===== src/sv/rcf_pkg.sv =====
// Package for the RGB colour fade stepper: widths, codes, payload structs and
// the controller-to-datapath command and status types.
// No dependencies; every other file uses it by scoped names.
`default_nettype none

package rcf_pkg;

  localparam int unsigned FRAC_BITS_DEF = 8;
  localparam int unsigned COLOR_W       = 8;
  localparam int unsigned DUR_W         = 16;
  localparam int unsigned CFG_IDX_W     = 3;
  localparam int unsigned CFG_DATA_W    = 16;

  localparam logic [CFG_IDX_W-1:0] CFG_START_RED   = 3'd0;
  localparam logic [CFG_IDX_W-1:0] CFG_START_GREEN = 3'd1;
  localparam logic [CFG_IDX_W-1:0] CFG_START_BLUE  = 3'd2;
  localparam logic [CFG_IDX_W-1:0] CFG_END_RED     = 3'd3;
  localparam logic [CFG_IDX_W-1:0] CFG_END_GREEN   = 3'd4;
  localparam logic [CFG_IDX_W-1:0] CFG_END_BLUE    = 3'd5;
  localparam logic [CFG_IDX_W-1:0] CFG_DURATION    = 3'd6;

  localparam logic [DUR_W-1:0] DUR_RESET = 16'd1000;

  localparam logic CMD_START = 1'b0;
  localparam logic CMD_TICK  = 1'b1;

  typedef struct packed {
    logic cmd;
    logic keep_going;
  } in_item_t;

  typedef struct packed {
    logic [COLOR_W-1:0] red_out;
    logic [COLOR_W-1:0] green_out;
    logic [COLOR_W-1:0] blue_out;
    logic               fade_done;
  } out_item_t;

  typedef enum logic [1:0] {
    ST_IDLE,
    ST_DIV_START,
    ST_DIV_WAIT,
    ST_EMIT
  } ctrl_state_e;

  typedef enum logic [1:0] {
    OP_RED,
    OP_GREEN,
    OP_BLUE,
    OP_DWELL
  } div_op_e;

  typedef struct packed {
    logic    start_latch;
    logic    tick_apply;
    logic    div_start;
    logic    div_store;
    div_op_e div_op;
    logic    emit;
  } ctrl_cmd_t;

  typedef struct packed {
    logic m_ge2;
    logic tick_fire;
    logic div_done;
    logic out_free;
  } dp_status_t;

  function automatic logic [COLOR_W-1:0] abs_diff(input logic [COLOR_W-1:0] a,
                                                  input logic [COLOR_W-1:0] b);
    abs_diff = (a > b) ? (a - b) : (b - a);
  endfunction

endpackage

`default_nettype wire


===== src/sv/rcf_ctrl.sv =====
// Controller of the colour fade stepper: input handshake, the sequence of
// start, four divisions and emission, and a tick's emission. Uses rcf_pkg.
`default_nettype none

module rcf_ctrl (
  input  wire logic               clk_i,
  input  wire logic               rst_ni,
  input  wire logic               in_valid_i,
  input  wire logic               in_cmd_i,
  output logic                    in_stall_o,
  input  wire rcf_pkg::dp_status_t status_i,
  output rcf_pkg::ctrl_cmd_t      cmd_o
);

  rcf_pkg::ctrl_state_e state_q, state_d;
  rcf_pkg::div_op_e     op_q, op_d;
  logic                 accept;

  assign accept = in_valid_i && (state_q == rcf_pkg::ST_IDLE);

  always_ff @(posedge clk_i or negedge rst_ni) begin
    if (!rst_ni) begin
      state_q <= rcf_pkg::ST_IDLE;
      op_q    <= rcf_pkg::OP_RED;
    end else begin
      state_q <= state_d;
      op_q    <= op_d;
    end
  end

  always_comb begin
    state_d = state_q;
    op_d    = op_q;
    unique case (state_q)
      rcf_pkg::ST_IDLE: begin
        if (accept) begin
          if (in_cmd_i == rcf_pkg::CMD_START) begin
            op_d = rcf_pkg::OP_RED;
            if (status_i.m_ge2) begin
              state_d = rcf_pkg::ST_DIV_START;
            end
          end else if (status_i.tick_fire) begin
            state_d = rcf_pkg::ST_EMIT;
          end
        end
      end
      rcf_pkg::ST_DIV_START: begin
        state_d = rcf_pkg::ST_DIV_WAIT;
      end
      rcf_pkg::ST_DIV_WAIT: begin
        if (status_i.div_done) begin
          if (op_q == rcf_pkg::OP_DWELL) begin
            state_d = rcf_pkg::ST_EMIT;
          end else begin
            op_d    = rcf_pkg::div_op_e'(op_q + 2'd1);
            state_d = rcf_pkg::ST_DIV_START;
          end
        end
      end
      rcf_pkg::ST_EMIT: begin
        if (status_i.out_free) begin
          state_d = rcf_pkg::ST_IDLE;
        end
      end
      default: state_d = rcf_pkg::ST_IDLE;
    endcase
  end

  always_comb begin
    cmd_o            = '0;
    cmd_o.div_op     = op_q;
    in_stall_o       = 1'b1;
    unique case (state_q)
      rcf_pkg::ST_IDLE: begin
        in_stall_o        = 1'b0;
        cmd_o.start_latch = accept && (in_cmd_i == rcf_pkg::CMD_START);
        cmd_o.tick_apply  = accept && (in_cmd_i == rcf_pkg::CMD_TICK);
      end
      rcf_pkg::ST_DIV_START: begin
        cmd_o.div_start = 1'b1;
      end
      rcf_pkg::ST_DIV_WAIT: begin
        cmd_o.div_store = status_i.div_done;
      end
      rcf_pkg::ST_EMIT: begin
        cmd_o.emit = status_i.out_free;
      end
      default: in_stall_o = 1'b1;
    endcase
  end

endmodule

`default_nettype wire


===== src/sv/rcf_div.sv =====
// Restoring divider of the colour fade stepper: an unsigned dividend by an
// 8-bit divisor, one quotient bit per cycle. Uses rcf_pkg.
`default_nettype none

module rcf_div #(
  parameter int unsigned DW = 16
) (
  input  wire logic                        clk_i,
  input  wire logic                        rst_ni,
  input  wire logic                        start_i,
  input  wire logic [DW-1:0]               dividend_i,
  input  wire logic [rcf_pkg::COLOR_W-1:0] divisor_i,
  output logic                             done_o,
  output logic [DW-1:0]                    quotient_o
);

  localparam int unsigned CNT_W = $clog2(DW + 1);

  logic [rcf_pkg::COLOR_W-1:0] rem_q;
  logic [DW-1:0]               quo_q;
  logic [CNT_W-1:0]            cnt_q;
  logic                        busy_q, done_q;
  logic [rcf_pkg::COLOR_W:0]   trial, diff;
  logic                        fits;

  assign trial = {rem_q, quo_q[DW-1]};
  assign diff  = trial - {1'b0, divisor_i};
  assign fits  = (trial >= {1'b0, divisor_i});

  always_ff @(posedge clk_i or negedge rst_ni) begin
    if (!rst_ni) begin
      busy_q <= 1'b0;
      done_q <= 1'b0;
      cnt_q  <= '0;
    end else begin
      done_q <= 1'b0;
      if (start_i) begin
        busy_q <= 1'b1;
        cnt_q  <= CNT_W'(DW);
      end else if (busy_q) begin
        cnt_q <= cnt_q - 1'b1;
        if (cnt_q == CNT_W'(1)) begin
          busy_q <= 1'b0;
          done_q <= 1'b1;
        end
      end
    end
  end

  always_ff @(posedge clk_i) begin
    if (start_i) begin
      rem_q <= '0;
      quo_q <= dividend_i;
    end else if (busy_q) begin
      rem_q <= fits ? diff[rcf_pkg::COLOR_W-1:0] : trial[rcf_pkg::COLOR_W-1:0];
      quo_q <= {quo_q[DW-2:0], fits};
    end
  end

  assign done_o     = done_q;
  assign quotient_o = quo_q;

endmodule

`default_nettype wire


===== src/sv/rcf_dp.sv =====
// Datapath of the colour fade stepper: configuration registers, increments,
// accumulators, dwell counting and the output register. Uses rcf_pkg, rcf_div.
`default_nettype none

module rcf_dp #(
  parameter int unsigned FRAC_BITS = rcf_pkg::FRAC_BITS_DEF
) (
  input  wire logic                          clk_i,
  input  wire logic                          rst_ni,
  input  wire logic                          cfg_valid_i,
  input  wire logic [rcf_pkg::CFG_IDX_W-1:0] cfg_index_i,
  input  wire logic [rcf_pkg::CFG_DATA_W-1:0] cfg_data_i,
  input  wire logic                          keep_going_i,
  input  wire rcf_pkg::ctrl_cmd_t            cmd_i,
  input  wire logic                          out_stall_i,
  output logic                               out_valid_o,
  output rcf_pkg::out_item_t                 out_data_o,
  output rcf_pkg::dp_status_t                status_o
);

  localparam int unsigned CW     = rcf_pkg::COLOR_W;
  localparam int unsigned ACC_W  = CW + FRAC_BITS;
  localparam int unsigned STEP_W = FRAC_BITS + 2;
  localparam int unsigned DIV_W  = (ACC_W > rcf_pkg::DUR_W) ? ACC_W : rcf_pkg::DUR_W;
  localparam int unsigned DUR_W  = rcf_pkg::DUR_W;

  logic [CW-1:0]     start_q [3];
  logic [CW-1:0]     end_q   [3];
  logic [DUR_W-1:0]  dur_q;

  logic              active_q;
  logic [CW-1:0]     colors_left_q;
  logic [DUR_W-1:0]  dwell_q, count_q;
  logic              out_valid_q;

  logic [CW-1:0]     adiff_q [3];
  logic              neg_q   [3];
  logic [DUR_W-1:0]  dur_lat_q;
  logic [CW-1:0]     m_q;
  logic [STEP_W-1:0] step_q  [3];
  logic [ACC_W-1:0]  acc_q   [3];
  rcf_pkg::out_item_t out_q;

  logic [CW-1:0]     adiff   [3];
  logic [CW-1:0]     m_max;
  logic              m_ge2;
  logic [DUR_W:0]    count_inc;
  logic              fire;
  logic [DIV_W-1:0]  div_dividend, div_quo;
  logic              div_done;
  logic              neg_sel;
  logic [STEP_W-1:0] mag_ext, step_new;
  logic [DUR_W-1:0]  dwell_new;
  logic [ACC_W-1:0]  acc_nxt [3];
  logic              out_free;

  always_comb begin
    for (int i = 0; i < 3; i++) begin
      adiff[i]   = rcf_pkg::abs_diff(start_q[i], end_q[i]);
      acc_nxt[i] = acc_q[i] + {{(ACC_W - STEP_W){step_q[i][STEP_W-1]}}, step_q[i]};
    end
    m_max = adiff[0];
    if (adiff[1] > m_max) m_max = adiff[1];
    if (adiff[2] > m_max) m_max = adiff[2];
  end

  assign m_ge2     = (m_max[CW-1:1] != '0);
  assign count_inc = {1'b0, count_q} + 1'b1;
  assign fire      = active_q && keep_going_i && (count_inc >= {1'b0, dwell_q});
  assign out_free  = !out_valid_q || !out_stall_i;

  always_comb begin
    div_dividend = '0;
    neg_sel      = 1'b0;
    unique case (cmd_i.div_op)
      rcf_pkg::OP_RED: begin
        div_dividend = DIV_W'(adiff_q[0]) << FRAC_BITS;
        neg_sel      = neg_q[0];
      end
      rcf_pkg::OP_GREEN: begin
        div_dividend = DIV_W'(adiff_q[1]) << FRAC_BITS;
        neg_sel      = neg_q[1];
      end
      rcf_pkg::OP_BLUE: begin
        div_dividend = DIV_W'(adiff_q[2]) << FRAC_BITS;
        neg_sel      = neg_q[2];
      end
      rcf_pkg::OP_DWELL: begin
        div_dividend = DIV_W'(dur_lat_q);
      end
      default: div_dividend = '0;
    endcase
  end

  rcf_div #(
    .DW(DIV_W)
  ) u_div (
    .clk_i      (clk_i),
    .rst_ni     (rst_ni),
    .start_i    (cmd_i.div_start),
    .dividend_i (div_dividend),
    .divisor_i  (m_q),
    .done_o     (div_done),
    .quotient_o (div_quo)
  );

  assign mag_ext   = {1'b0, div_quo[FRAC_BITS:0]};
  assign step_new  = neg_sel ? (~mag_ext + 1'b1) : mag_ext;
  assign dwell_new = (div_quo[DUR_W-1:0] == '0) ? DUR_W'(1) : div_quo[DUR_W-1:0];

  always_ff @(posedge clk_i or negedge rst_ni) begin
    if (!rst_ni) begin
      for (int i = 0; i < 3; i++) begin
        start_q[i] <= '0;
        end_q[i]   <= '0;
      end
      dur_q         <= rcf_pkg::DUR_RESET;
      active_q      <= 1'b0;
      colors_left_q <= '0;
      dwell_q       <= DUR_W'(1);
      count_q       <= '0;
      out_valid_q   <= 1'b0;
    end else begin
      if (cfg_valid_i) begin
        unique case (cfg_index_i)
          rcf_pkg::CFG_START_RED:   start_q[0] <= cfg_data_i[CW-1:0];
          rcf_pkg::CFG_START_GREEN: start_q[1] <= cfg_data_i[CW-1:0];
          rcf_pkg::CFG_START_BLUE:  start_q[2] <= cfg_data_i[CW-1:0];
          rcf_pkg::CFG_END_RED:     end_q[0]   <= cfg_data_i[CW-1:0];
          rcf_pkg::CFG_END_GREEN:   end_q[1]   <= cfg_data_i[CW-1:0];
          rcf_pkg::CFG_END_BLUE:    end_q[2]   <= cfg_data_i[CW-1:0];
          rcf_pkg::CFG_DURATION:    dur_q      <= cfg_data_i[DUR_W-1:0];
          default: ;
        endcase
      end

      if (cmd_i.start_latch) begin
        active_q <= m_ge2;
        if (m_ge2) begin
          count_q       <= '0;
          colors_left_q <= m_max - CW'(2);
        end
      end else if (cmd_i.tick_apply && active_q) begin
        if (!keep_going_i) begin
          active_q <= 1'b0;
        end else if (fire) begin
          count_q       <= '0;
          colors_left_q <= colors_left_q - 1'b1;
        end else begin
          count_q <= count_inc[DUR_W-1:0];
        end
      end

      if (cmd_i.emit && (colors_left_q == '0)) begin
        active_q <= 1'b0;
      end

      if (cmd_i.div_store && (cmd_i.div_op == rcf_pkg::OP_DWELL)) begin
        dwell_q <= dwell_new;
      end

      if (cmd_i.emit) begin
        out_valid_q <= 1'b1;
      end else if (!out_stall_i) begin
        out_valid_q <= 1'b0;
      end
    end
  end

  always_ff @(posedge clk_i) begin
    if (cmd_i.start_latch) begin
      m_q       <= m_max;
      dur_lat_q <= dur_q;
      for (int i = 0; i < 3; i++) begin
        adiff_q[i] <= adiff[i];
        neg_q[i]   <= (start_q[i] > end_q[i]);
        acc_q[i]   <= {start_q[i], {FRAC_BITS{1'b0}}};
      end
    end else if (cmd_i.emit) begin
      for (int i = 0; i < 3; i++) begin
        acc_q[i] <= acc_nxt[i];
      end
    end

    if (cmd_i.div_store) begin
      unique case (cmd_i.div_op)
        rcf_pkg::OP_RED:   step_q[0] <= step_new;
        rcf_pkg::OP_GREEN: step_q[1] <= step_new;
        rcf_pkg::OP_BLUE:  step_q[2] <= step_new;
        default: ;
      endcase
    end

    if (cmd_i.emit) begin
      out_q.red_out   <= acc_nxt[0][ACC_W-1 -: CW];
      out_q.green_out <= acc_nxt[1][ACC_W-1 -: CW];
      out_q.blue_out  <= acc_nxt[2][ACC_W-1 -: CW];
      out_q.fade_done <= (colors_left_q == '0);
    end
  end

  assign out_valid_o        = out_valid_q;
  assign out_data_o         = out_q;
  assign status_o.m_ge2     = m_ge2;
  assign status_o.tick_fire = fire;
  assign status_o.div_done  = div_done;
  assign status_o.out_free  = out_free;

endmodule

`default_nettype wire


===== src/sv/rgb_color_fade_stepper_top.sv =====
// Top level of the linear RGB colour fade stepper.
// Uses rcf_pkg, rcf_ctrl and rcf_dp.
//
// Input channel (in_valid_i, in_stall_o, in_data_i): each transaction is a
// command, either a start of a new fade or one millisecond tick; keep_going
// low on a tick aborts a running fade. Output channel (out_valid_o,
// out_stall_i, out_data_o): one transaction per fade colour, with fade_done
// set on the last. The configuration port (cfg_valid_i, cfg_ready_o) always
// accepts writes to the start and end colours and the fade duration; they
// act at the next start.
// Before a start's first colour is in the output register, the three
// increments and the dwell are worked out in turn, sharing one divider
// that yields a quotient bit per cycle. A tick that yields a colour waits
// in the emit state until the output register is free. One command is in
// flight at a time and in_stall_o is high while it is worked on.
// If the receiver stalls, the colour waits in the output register and the
// next command can be taken; a later colour waits until that one is taken.
// Reset clears the fade, zeroes the colours and sets the duration to 1000.
`default_nettype none

module rgb_color_fade_stepper_top #(
  parameter int unsigned FRAC_BITS = rcf_pkg::FRAC_BITS_DEF
) (
  input  wire logic                           clk_i,
  input  wire logic                           rst_ni,
  input  wire logic                           in_valid_i,
  output logic                                in_stall_o,
  input  wire rcf_pkg::in_item_t              in_data_i,
  output logic                                out_valid_o,
  input  wire logic                           out_stall_i,
  output rcf_pkg::out_item_t                  out_data_o,
  input  wire logic                           cfg_valid_i,
  output logic                                cfg_ready_o,
  input  wire logic [rcf_pkg::CFG_IDX_W-1:0]  cfg_index_i,
  input  wire logic [rcf_pkg::CFG_DATA_W-1:0] cfg_data_i
);

  rcf_pkg::ctrl_cmd_t  cmd;
  rcf_pkg::dp_status_t status;

  assign cfg_ready_o = 1'b1;

  rcf_ctrl u_ctrl (
    .clk_i      (clk_i),
    .rst_ni     (rst_ni),
    .in_valid_i (in_valid_i),
    .in_cmd_i   (in_data_i.cmd),
    .in_stall_o (in_stall_o),
    .status_i   (status),
    .cmd_o      (cmd)
  );

  rcf_dp #(
    .FRAC_BITS(FRAC_BITS)
  ) u_dp (
    .clk_i        (clk_i),
    .rst_ni       (rst_ni),
    .cfg_valid_i  (cfg_valid_i),
    .cfg_index_i  (cfg_index_i),
    .cfg_data_i   (cfg_data_i),
    .keep_going_i (in_data_i.keep_going),
    .cmd_i        (cmd),
    .out_stall_i  (out_stall_i),
    .out_valid_o  (out_valid_o),
    .out_data_o   (out_data_o),
    .status_o     (status)
  );

endmodule

`default_nettype wire


===== config.mk =====
export PLATFORM = sky130hd
export DESIGN_NAME = rgb_color_fade_stepper_top
export DESIGN_NICKNAME = d
export VERILOG_FILES = /design/src/sv/rcf_pkg.sv /design/src/sv/rcf_ctrl.sv /design/src/sv/rcf_div.sv /design/src/sv/rcf_dp.sv /design/src/sv/rgb_color_fade_stepper_top.sv
export SDC_FILE = /design/constraint.sdc
export NUM_CORES = 1
export LEC_CHECK = 0
export BUFFER_PORTS_ARGS = -buffer_cell sky130_fd_sc_hd__buf_2
export CORE_ASPECT_RATIO = 0.9
export CORE_MARGIN = 10
export CORE_UTILIZATION = 57
export DETAILED_ROUTE_END_ITERATION = 6
export HOLD_SLACK_MARGIN = 0.06
export PLACE_DENSITY = 0.8
export SYNTH_ARGS = -nofsm -noshare
export SYNTH_HDL_FRONTEND = slang
export SYNTH_SLANG_ARGS = --single-unit

===== constraint.sdc =====
create_clock -name clk_i -period 8.8 [get_ports clk_i]
set_clock_uncertainty 0.15 [all_clocks]
set_input_delay 1.76 -clock clk_i [delete_from_list [all_inputs] [get_ports clk_i]]
set_output_delay 1.76 -clock clk_i [all_outputs]
set_load 0.01 [all_outputs]

==> results of run 1 <==
## final timing paths
path	cells after the start	start	to
max in group asynchronous	2	rst_ni	u_dp.colors_left_q[4]$_DFFE_PN0P_
hold reg to reg	0	u_dp.dur_q[14]$_DFFE_PN0P_	u_dp.dur_lat_q[14]$_DFFE_PP_
hold / removal	0	u_dp.dur_q[14]$_DFFE_PN0P_	u_dp.dur_lat_q[14]$_DFFE_PP_
setup reg to reg	33	u_dp.end_q[8]$_DFFE_PN0P_	u_dp.colors_left_q[7]$_DFFE_PN0P_
setup / recovery	33	u_dp.end_q[8]$_DFFE_PN0P_	u_dp.colors_left_q[7]$_DFFE_PN0P_
min in group asynchronous	1	rst_ni	u_dp.dur_q[12]$_DFFE_PN0P_
## what timing repair did
item	4_1_cts	5_1_grt
buffers inserted	0	4
gates resized for setup	0	2
endpoints found under the setup margin	0	26
## cell usage in the layout (no fill, tap or decap), types with 14 or more instances in the layout
cell type,instances
a211oi_1,18
buf_2,51
a21boi_0,14
xor2_1,22
a21o_1,27
and3_1,18
a22o_1,18
ha_1,139
nand4_1,14
nor3_1,44
dfrtp_1,110
o21ai_0,102
o21a_1,22
nor2b_1,18
xnor2_1,41
mux2_2,66
mux2i_1,20
inv_1,166
o211ai_1,27
nand2_1,142
clkbuf_16,36
edfxtp_1,170
buf_4,32
a21oi_1,82
nor2_1,103
nand3_1,34
## kinds of logic after synthesis
group,count (synthesis)
AO/OA/AOI/OAI,422
XOR/XNOR,64
adder cells (fa/ha/maj),150
buffers and inverters,221
flip-flops,295
multiplexers,90
other,1
AND/OR/NAND/NOR,455
## flip-flops by register name, summed over array words and instances (netlist names), 24 cells and up
name	flops
u_dp.acc_q	48
u_dp.out_data_o	25
u_dp.start_q	24
u_dp.adiff_q	24
u_dp.end_q	24
u_dp.step_q	30
## power groups by stage
stage / registers (mW) / logic, mW / clock network, mW
floorplan: 2.21 / 3.49 / 0
global placement: 2.27 / 4.70 / 0
detailed placement: 2.29 / 4.76 / 0
CTS: 2.27 / 4.81 / 1.47
global route: 2.31 / 5.47 / 1.53
finish: 2.27 / 5.02 / 1.46
## through the flow
| stage | std cells | hold WS, ns |
|---|---|---|
| after floorplan | 1698 | 0.269 |
| after CTS | 2193 | 0.291 |
| final | 2198 | 0.291 |
| after global placement | 2135 | 0.276 |
| after global routing | 2198 | 0.299 |
| after detailed placement | 2135 | 0.280 |
## synth_stat cells, drive strengths merged, types with 22 or more instances
cell    instances
dfrtp         110
mux2           70
inv           168
edfxtp        170
xnor2          42
ha            139
nand2         143
o21a           22
a21oi          85
clkbuf         39
a21o           28
nor2          104
nand3          35
nor3           44
xor2           22
o211ai         28
o21ai         106
## final cells by class
class | count | area (µm²)
fillers | 2344 | 11000
multi-input cells | 1183 | 8700
flip-flops and latches | 295 | 8200
clock buffers | 44 | 971
inverters | 169 | 637
repair buffers | 84 | 515
well taps | 409 | 512
clock inverters | 14 | 184
## routing by layer
metal / GRT usage, % / vias up / share of wire, %
met5: 0 / - / 0
met4: 6.48 / 0 / 2.7
met3: 3.05 / 99 / 6.8
met2: 35.0 / 484 / 46
met1: 31.4 / 6487 / 45
li1: - / 6303 / -
==> metrics.md, run 1 <==
| Metric | Value |
|---|---|
| R2r setup slk | 0.49 ns |
| Worst EP required | 9.11 ns |
| Min-Delay Path Class | reg2reg |
| Port Buffers | 52 |
| Async S/R FF share, synth | 39.7% |
| Hold_buf cts | 0 |
| Largest net degree at the start of global routing | 69 |
| # setup viols final | 0 |
| RSZ-0062 raised after global routing | false |
| Gate power share | 57.4% |
| Slew Limit Fails | 0 |
| Failing checks | design-rule violations |
| Reg power frac | 26.0% |
| Global router's overall resource usage | 22.3% |
| Post-Syn Instances | 1698 |
| Crit-path leading delay family | compound AO/OA/AOI/OAI gates |
| Minimum clock period | 8.31 ns |
| Worst-path fanout max | 11 |
| Compound-Gate Fraction of Synth Area | 16.5% |
| Clk pwr share | 16.6% |
| Placer Congestion | 0.955 |
| Sw Share | 43.9% |
| FP Rows | 61 |
| Vias | 13400 |
| Placed cell area | 18500 µm² |
| Design area | 19700 µm² |
| Worst slew pin tran | 1.30 ns |
| Cell variety after synth | 93 |
| Run status | finished, violations left |
| Drt drc | 9 |
| Arr. time, crit path | 8.62 ns |
| Die ar. | 38600 µm² |
| Vias per inst | 6.08 |
| Clock root cell | clkbuf_16 |
| Fin util | 64.1% |
| Number of synthesized flops with an enable pin | 170 |
| Worst skew pair latency | 0.59 ns |
| Vias in the first global route | 13100 |
| Die span in x | 206 µm |
| Share of layout cells above drive strength 1 | 14.3% |
| Count of final hold-check violations | 0 |
| Crit path kind | reg2reg |
| Worst IR drop on VDD | 0.403 mV |
| Cell mode on critical path | ha_1 |
| Internal | 4.91 mW |
| Total clock sinks | 295 |
| Synth top area cells | edfxtp_1, dfrtp_1, ha_1 |
| Starting Density | 57.6% |
| Synth Area in Simple Gates | 12.5% |
| Setup TNS | 0 ns |
| Pwr Total | 8.75 mW |
| Largest family of logic cells by synthesized area | compound AO/OA/AOI/OAI gates |
| Post-Synth XOR/XNOR Area | 3.16% |
| Peak per-stage delay on the critical path | 0.53 ns |
| Initial DRC count | 1200 |
| Die Span Y | 187 µm |
| Leakage power | 8.45 nW |
| Mux contribution to synthesized area | 5.62% |
| Total iterations of the first detailed-routing run | 7 |
| I/O Pins | 54 |
| DP Worst Slack | 0.260 ns |
| DRT Wirelength | 43.9 mm |
| Max clock buf depth | 3 |
| Max-cap violations | 0 |
| Slack of the critical path | 0.495 ns |
| Slew headroom | 13.3% |
| Reg clk slew, reported paths | 0.07 ns |
| ANT nets after route | 0 |
| WL/cell | 20.0 µm |
| Synthesized cell area | 17700 µm² |
| # nets final | 1939 |
| Initial antenna violation count | 0 |
| F_max | 120 MHz |
| DP Wirelength | 31.6 mm |
| First-pass GRT wire length | 69.7 mm |
| Grt total ovfl | 0 |
| Layout area overhead | 11.2% |
| Fin crit share | 94.4% |
| Post-Syn Nets | 1873 |
| Antenna Diode Count | 0 |
| Area leader, netlist | edfxtp_1 |
| Power Dens Cells | 444 nW/µm² |
| Slowest CP cell | or4b_1 |
| Core area | 30800 µm² |
| H-tree levels | 1 |
| Post-Synth Adder-Cell Area | 11.0% |
| Syn Area/Cell | 10.4 µm² |
| Switch Pwr | 3.84 mW |
| Yosys top cell area share | 28.8% |
| Number of CTS-inserted buffers | 31 |
| CTS tree | built |
| Worst setup EP type | register |
| Setup crit start kind | register |
| Sequential area share after synthesis | 46.3% |
| CP Buf/Inv Count | 3 |
| Synth warn | 0 |
| Yosys reg bits | 295 |
| Main synth FF type | edfxtp_1 |
No activity file was read; power rests on OpenSTA's default activity.
==> inputs of run 2 (changes only) <==
CELL_PAD_IN_SITES_DETAIL_PLACEMENT = 0   (was default)
CELL_PAD_IN_SITES_GLOBAL_PLACEMENT = 1   (was default)
CORE_UTILIZATION = 51   (was 57)
PLACE_DENSITY = 0.87   (was 0.8)
==> metrics.md, run 2 (synthesis gave the netlist of run 1 again) <==
| Metric | Value |
|---|---|
| Run status | finished clean |
| Most flops, register | u_dp.acc_q |
| R2r setup slk | 0.43 ns |
| Largest net degree at the start of global routing | 75 |
| Drt drc | 0 |
| Share of layout cells above drive strength 1 | 13.8% |
| Reg2reg start | u_dp.end_q[13]$_DFFE_PN0P_ |
| Most Crowded Layer GR | met2 |
| Max clock buf depth | 3 |
| Hold Crit Depth | 0 |
| Core area | 34100 µm² |
| RSZ-0062 raised after global routing | false |
| Count of final hold-check violations | 0 |
| Vias per inst | 5.81 |
| Layout area overhead | 11.5% |
| M2 GR Usage | 31.5% |
| FP Rows | 64 |
| Hold Crit Start | u_dp.dur_q[4]$_DFFE_PN0P_ |
| Reg clk slew, reported paths | 0.06 ns |
| Commonest non-fill, non-tap cell in the layout | edfxtp_1 |
| Slew Limit Fails | 0 |
| H-tree levels | 2 |
| Worst slew pin tran | 0.981 ns |
| Commonest cells after routing, fill and taps aside | edfxtp_1, inv_1, nand2_1, ha_1, dfrtp_1 |
| Met3 usage | 2.82% |
| Grt met1 use | 28.2% |
| Cell count of the worst reg-to-reg path | 34 |
| Total iterations of the first detailed-routing run | 5 |
| Initial antenna violation count | 1 |
| Worst EP required | 9.09 ns |
| DP Wirelength | 31.6 mm |
| Antenna Diode Count | 0 |
| Vias | 13100 |
| Slowest CP cell | or4b_1 |
| Crit path kind | reg2reg |
| Slew headroom | 34.2% |
| Leakage power | 8.42 nW |
| Arr. time, crit path | 8.67 ns |
| # setup viols final | 0 |
| Grt total ovfl | 0 |
| Crit Reg-Reg Endpoint | u_dp.colors_left_q[1]$_DFFE_PN0P_ |
| DRT Wirelength | 43.3 mm |
| Initial DRC count | 1202 |
| Hold_buf cts | 0 |
| Worst IR drop on VDD | 0.487 mV |
| Fillers | 2873 |
| Vias in the first global route | 12700 |
| Worst skew pair latency | 0.53 ns |
| First-pass GRT wire length | 69.3 mm |
| Placed cell area | 18500 µm² |
| Total clock sinks | 295 |
| CP startpoint | u_dp.end_q[13]$_DFFE_PN0P_ |
| Placer Congestion | 0.934 |
| Worst-path fanout max | 9 |
| Die Span Y | 197 µm |
| Die span in x | 217 µm |
| Global router's overall resource usage | 20.0% |
| Hold Crit Endpoint | u_dp.dur_lat_q[4]$_DFFE_PP_ |
| Setup TNS | 0 ns |
| Fin crit share | 95.2% |
| Clock root cell | clkbuf_16 |
| F_max | 119 MHz |
| Number of CTS-inserted buffers | 35 |
| Hold_ws | 0.296 ns |
| # nets final | 1934 |
| Max-cap violations | 0 |
| Max reg flops | 48 |
| Die ar. | 42600 µm² |
| Peak per-stage delay on the critical path | 0.52 ns |
| Worst setup EP type | register |
| CTS tree | built |
| Min-Delay Path Class | reg2reg |
| ANT nets after route | 0 |
| Power Dens Cells | 433 nW/µm² |
| I/O Pins | 54 |
| Design area | 19800 µm² |
| Port Buffers | 52 |
| WL/cell | 19.3 µm |
| Minimum clock period | 8.37 ns |
| Starting Density | 52.0% |
| Setup crit start kind | register |
run 2: stage by stage:
stage,total power [mW],setup WS (ns),utilization [%],cells
floorplan,5.70,1.03,-,1698
global placement,6.94,0.468,54.4,2184
detailed placement,7.00,0.204,54.4,2184
CTS,8.53,0.136,57.9,2248
global route,9.17,0.00244,58.0,2248
finish,8.57,0.427,58.0,2248
run 2: final cells by class:
class	count	area, µm²	share of cell area, %
tap	462	578	2.92
multi-input combinational	1182	8700	44.0
clock inverter	15	170	0.861
inverter	169	637	3.22
sequential	295	8200	41.5
clock buffer	49	1030	5.21
timing repair buffer	76	455	2.30
run 2: power by group:
group          total (mW)  internal [mW]  switching (mW)
Combinational        4.80           1.88            2.93
Sequential           2.27           2.03           0.235
Clock                1.50          0.910           0.585
run 2: worst max-delay path, delay by kind of cell, from the launching register on:
family	cells	cell delay, ns
AOI/OAI and AO/OA	15	3.49
xor gates and xnor gates	1	0.29
adders and majority gates	4	1.13
buffers and inverters	5	0.55
DFF	1	0.35
muxes	3	1.01
and+or+nand+nor	6	1.30
run 2: how the worst max path moves through the flow:
| stage | to | depth (start not counted) |
|---|---|---|
| floorplan | u_dp.colors_left_q[7]$_DFFE_PN0P_ | 35 |
| global placement | u_dp.colors_left_q[1]$_DFFE_PN0P_ | 33 |
| detailed placement | u_dp.colors_left_q[1]$_DFFE_PN0P_ | 33 |
| CTS | u_dp.colors_left_q[1]$_DFFE_PN0P_ | 33 |
| global route | u_dp.colors_left_q[1]$_DFFE_PN0P_ | 38 |
| finish | u_dp.colors_left_q[1]$_DFFE_PN0P_ | 34 |
run 2: what timing repair did:
action	in CTS	in global routing
endpoints found under the setup margin	0	26
resized for setup	0	5
setup buffers	0	0
endpoints found under the hold margin	0	0
run 2: metal layers:
| metal | vias up | share of wire, % | routed length (µm) |
|---|---|---|---|
| li1 | 6319 | - | - |
| met5 | - | 0 | 0 |
| met4 | 0 | 2.4 | 1040 |
| met3 | 70 | 5.4 | 2350 |
| met1 | 6349 | 47 | 20400 |
| met2 | 320 | 45 | 19500 |
==> inputs of run 3 (changes only) <==
CELL_PAD_IN_SITES_DETAIL_PLACEMENT = default   (was 0)
CELL_PAD_IN_SITES_GLOBAL_PLACEMENT = default   (was 1)
CORE_UTILIZATION = 57   (was 51)
CTS_BUF_LIST = sky130_fd_sc_hd__clkbuf_8 sky130_fd_sc_hd__clkbuf_16   (was default)
PLACE_DENSITY = 0.8   (was 0.87)
clock period = 10.38 ns   (was 8.8 ns; I/O delays follow)
==> metrics.md, run 3 (synthesis gave the netlist of run 1 again) <==
| Metric | Value |
|---|---|
| Worst IR drop on VDD | 0.304 mV |
| Vias per inst | 6.15 |
| Internal | 3.88 mW |
| Slew Limit Fails | 0 |
| Drt drc | 0 |
| Initial DRC count | 1365 |
| Setup TNS | 0 ns |
| Core area | 30800 µm² |
| Worst slew pin tran | 1.19 ns |
| I/O Pins | 54 |
| Commonest non-fill, non-tap cell in the layout | inv_1 |
| Max-cap violations | 0 |
| Power Dens Cells | 360 nW/µm² |
| FP Rows | 61 |
| Worst setup EP type | register |
| Switch Pwr | 3.13 mW |
| # setup viols final | 0 |
| WL/cell | 20.1 µm |
| F_max | 108 MHz |
| Die span in x | 206 µm |
| Sw Share | 44.6% |
| # nets final | 1920 |
| Die ar. | 38600 µm² |
| Placer Congestion | 0.958 |
| First-pass GRT wire length | 69.7 mm |
| Layout area overhead | 9.80% |
| Max clock buf depth | 3 |
| Hold_ws | 0.299 ns |
| Peak per-stage delay on the critical path | 0.69 ns |
| H-tree levels | 1 |
| Clk pwr share | 16.7% |
| Minimum clock period | 9.24 ns |
| CTS tree | built |
| Share of layout cells above drive strength 1 | 12.9% |
| Leakage power | 8.32 nW |
| Antenna Diode Count | 0 |
| Largest net degree at the start of global routing | 68 |
| Starting Density | 57.6% |
| Number of CTS-inserted buffers | 31 |
| Port Buffers | 52 |
| R2r setup slk | 1.14 ns |
| Grt total ovfl | 0 |
| RSZ-0062 raised after global routing | false |
| # resized after CTS | 0 |
| Fin crit share | 89.0% |
| Slowest CP cell | a221oi_4 |
| Vias in the first global route | 13100 |
| Vias | 13400 |
| Total clock sinks | 295 |
| Commonest cells after routing, fill and taps aside | inv_1, edfxtp_1, nand2_1, ha_1, dfrtp_1 |
| Gate power share | 55.9% |
| Clock root cell | clkbuf_16 |
| ANT nets after route | 0 |
| DP Wirelength | 31.7 mm |
| Worst skew pair latency | 0.59 ns |
| Worst EP required | 10.74 ns |
| Run status | finished clean |
| Count of final hold-check violations | 0 |
| Reg power frac | 27.4% |
| Setup crit start kind | register |
| Global router's overall resource usage | 22.3% |
| Most flops, register | u_dp.acc_q |
| Total iterations of the first detailed-routing run | 6 |
| Hold_buf cts | 0 |
| DRT Wirelength | 43.8 mm |
| Die Span Y | 187 µm |
| Worst-path fanout max | 16 |
| Min-Delay Path Class | reg2reg |
| Max reg flops | 48 |
| Initial antenna violation count | 1 |
| Post-CTS Setup Bufs | 0 |
| Arr. time, crit path | 9.60 ns |
| Slew headroom | 20.7% |
| Reg clk slew, reported paths | 0.06 ns |
| Crit path kind | reg2reg |
run 3: cell count changes in the layout (fill, tap and decap cells not counted), moves of 2 or more:
cell	change
clkbuf_16	-6
clkbuf_1	-6
bufinv_16	+2
clkbuf_8	-3
buf_4	-9
inv_1	+8
run 3: worst max-delay path, delay by kind of cell (launching register included):
kind / cells / cell delay (ns)
AO/OA/AOI/OAI: 16 / 4.36
XOR/XNOR: 1 / 0.32
adder cells (fa/ha/maj): 4 / 1.14
buffers and inverters: 4 / 0.34
flip-flops: 1 / 0.36
multiplexers: 3 / 1.07
AND/OR/NAND/NOR: 5 / 1.42
run 3: layout make-up:
class                      instances  area (µm²)
inverter                         169         637
multi-input combinational       1182        8670
clock buffer                      34         817
sequential                       295        8200
tap                              409         512
fill                            2443       11300
timing repair buffer              66         368
clock inverter                    24         259
run 3: worst paths after layout:
check	to	cells past startpoint	startpoint
min in group asynchronous	u_dp.colors_left_q[1]$_DFFE_PN0P_	1	rst_ni
max in group asynchronous	u_dp.start_q[15]$_DFFE_PN0P_	2	rst_ni
hold reg to reg	u_dp.dur_lat_q[12]$_DFFE_PP_	0	u_dp.dur_q[12]$_DFFE_PN0P_
setup / recovery	u_dp.count_q[15]$_DFFE_PN0P_	33	u_dp.end_q[13]$_DFFE_PN0P_
hold / removal	u_dp.dur_lat_q[12]$_DFFE_PP_	0	u_dp.dur_q[12]$_DFFE_PN0P_
setup reg to reg	u_dp.count_q[15]$_DFFE_PN0P_	33	u_dp.end_q[13]$_DFFE_PN0P_
run 3: power groups by stage:
stage	logic, mW	clock network, mW	registers, mW
floorplan	2.96	0	1.87
global placement	3.77	0	1.92
detailed placement	3.84	0	1.94
CTS	3.88	1.18	1.92
global route	4.30	1.23	1.96
finish	3.92	1.17	1.92
run 3: per-stage QoR:
step / setup slack, ns / cell area (µm²) / instances / utilization [%] / total power, mW
CTS: 1.20 / 19500 / 2179 / 63.3 / 6.98
global route: 0.615 / 19500 / 2179 / 63.3 / 7.49
floorplan: 2.61 / 17700 / 1698 / - / 4.83
detailed placement: 1.28 / 18400 / 2121 / 59.8 / 5.78
global placement: 1.42 / 18400 / 2121 / 59.8 / 5.70
finish: 1.14 / 19500 / 2179 / 63.3 / 7.02
run 3: metal layers:
metal | global-route usage (%) | share of wire [%] | up-vias
met2 | 35.7 | 46 | 487
met3 | 3.86 | 7.7 | 72
met5 | 0 | 0 | -
li1 | - | - | 6280
met4 | 4.80 | 1.9 | 0
met1 | 31.0 | 44 | 6568
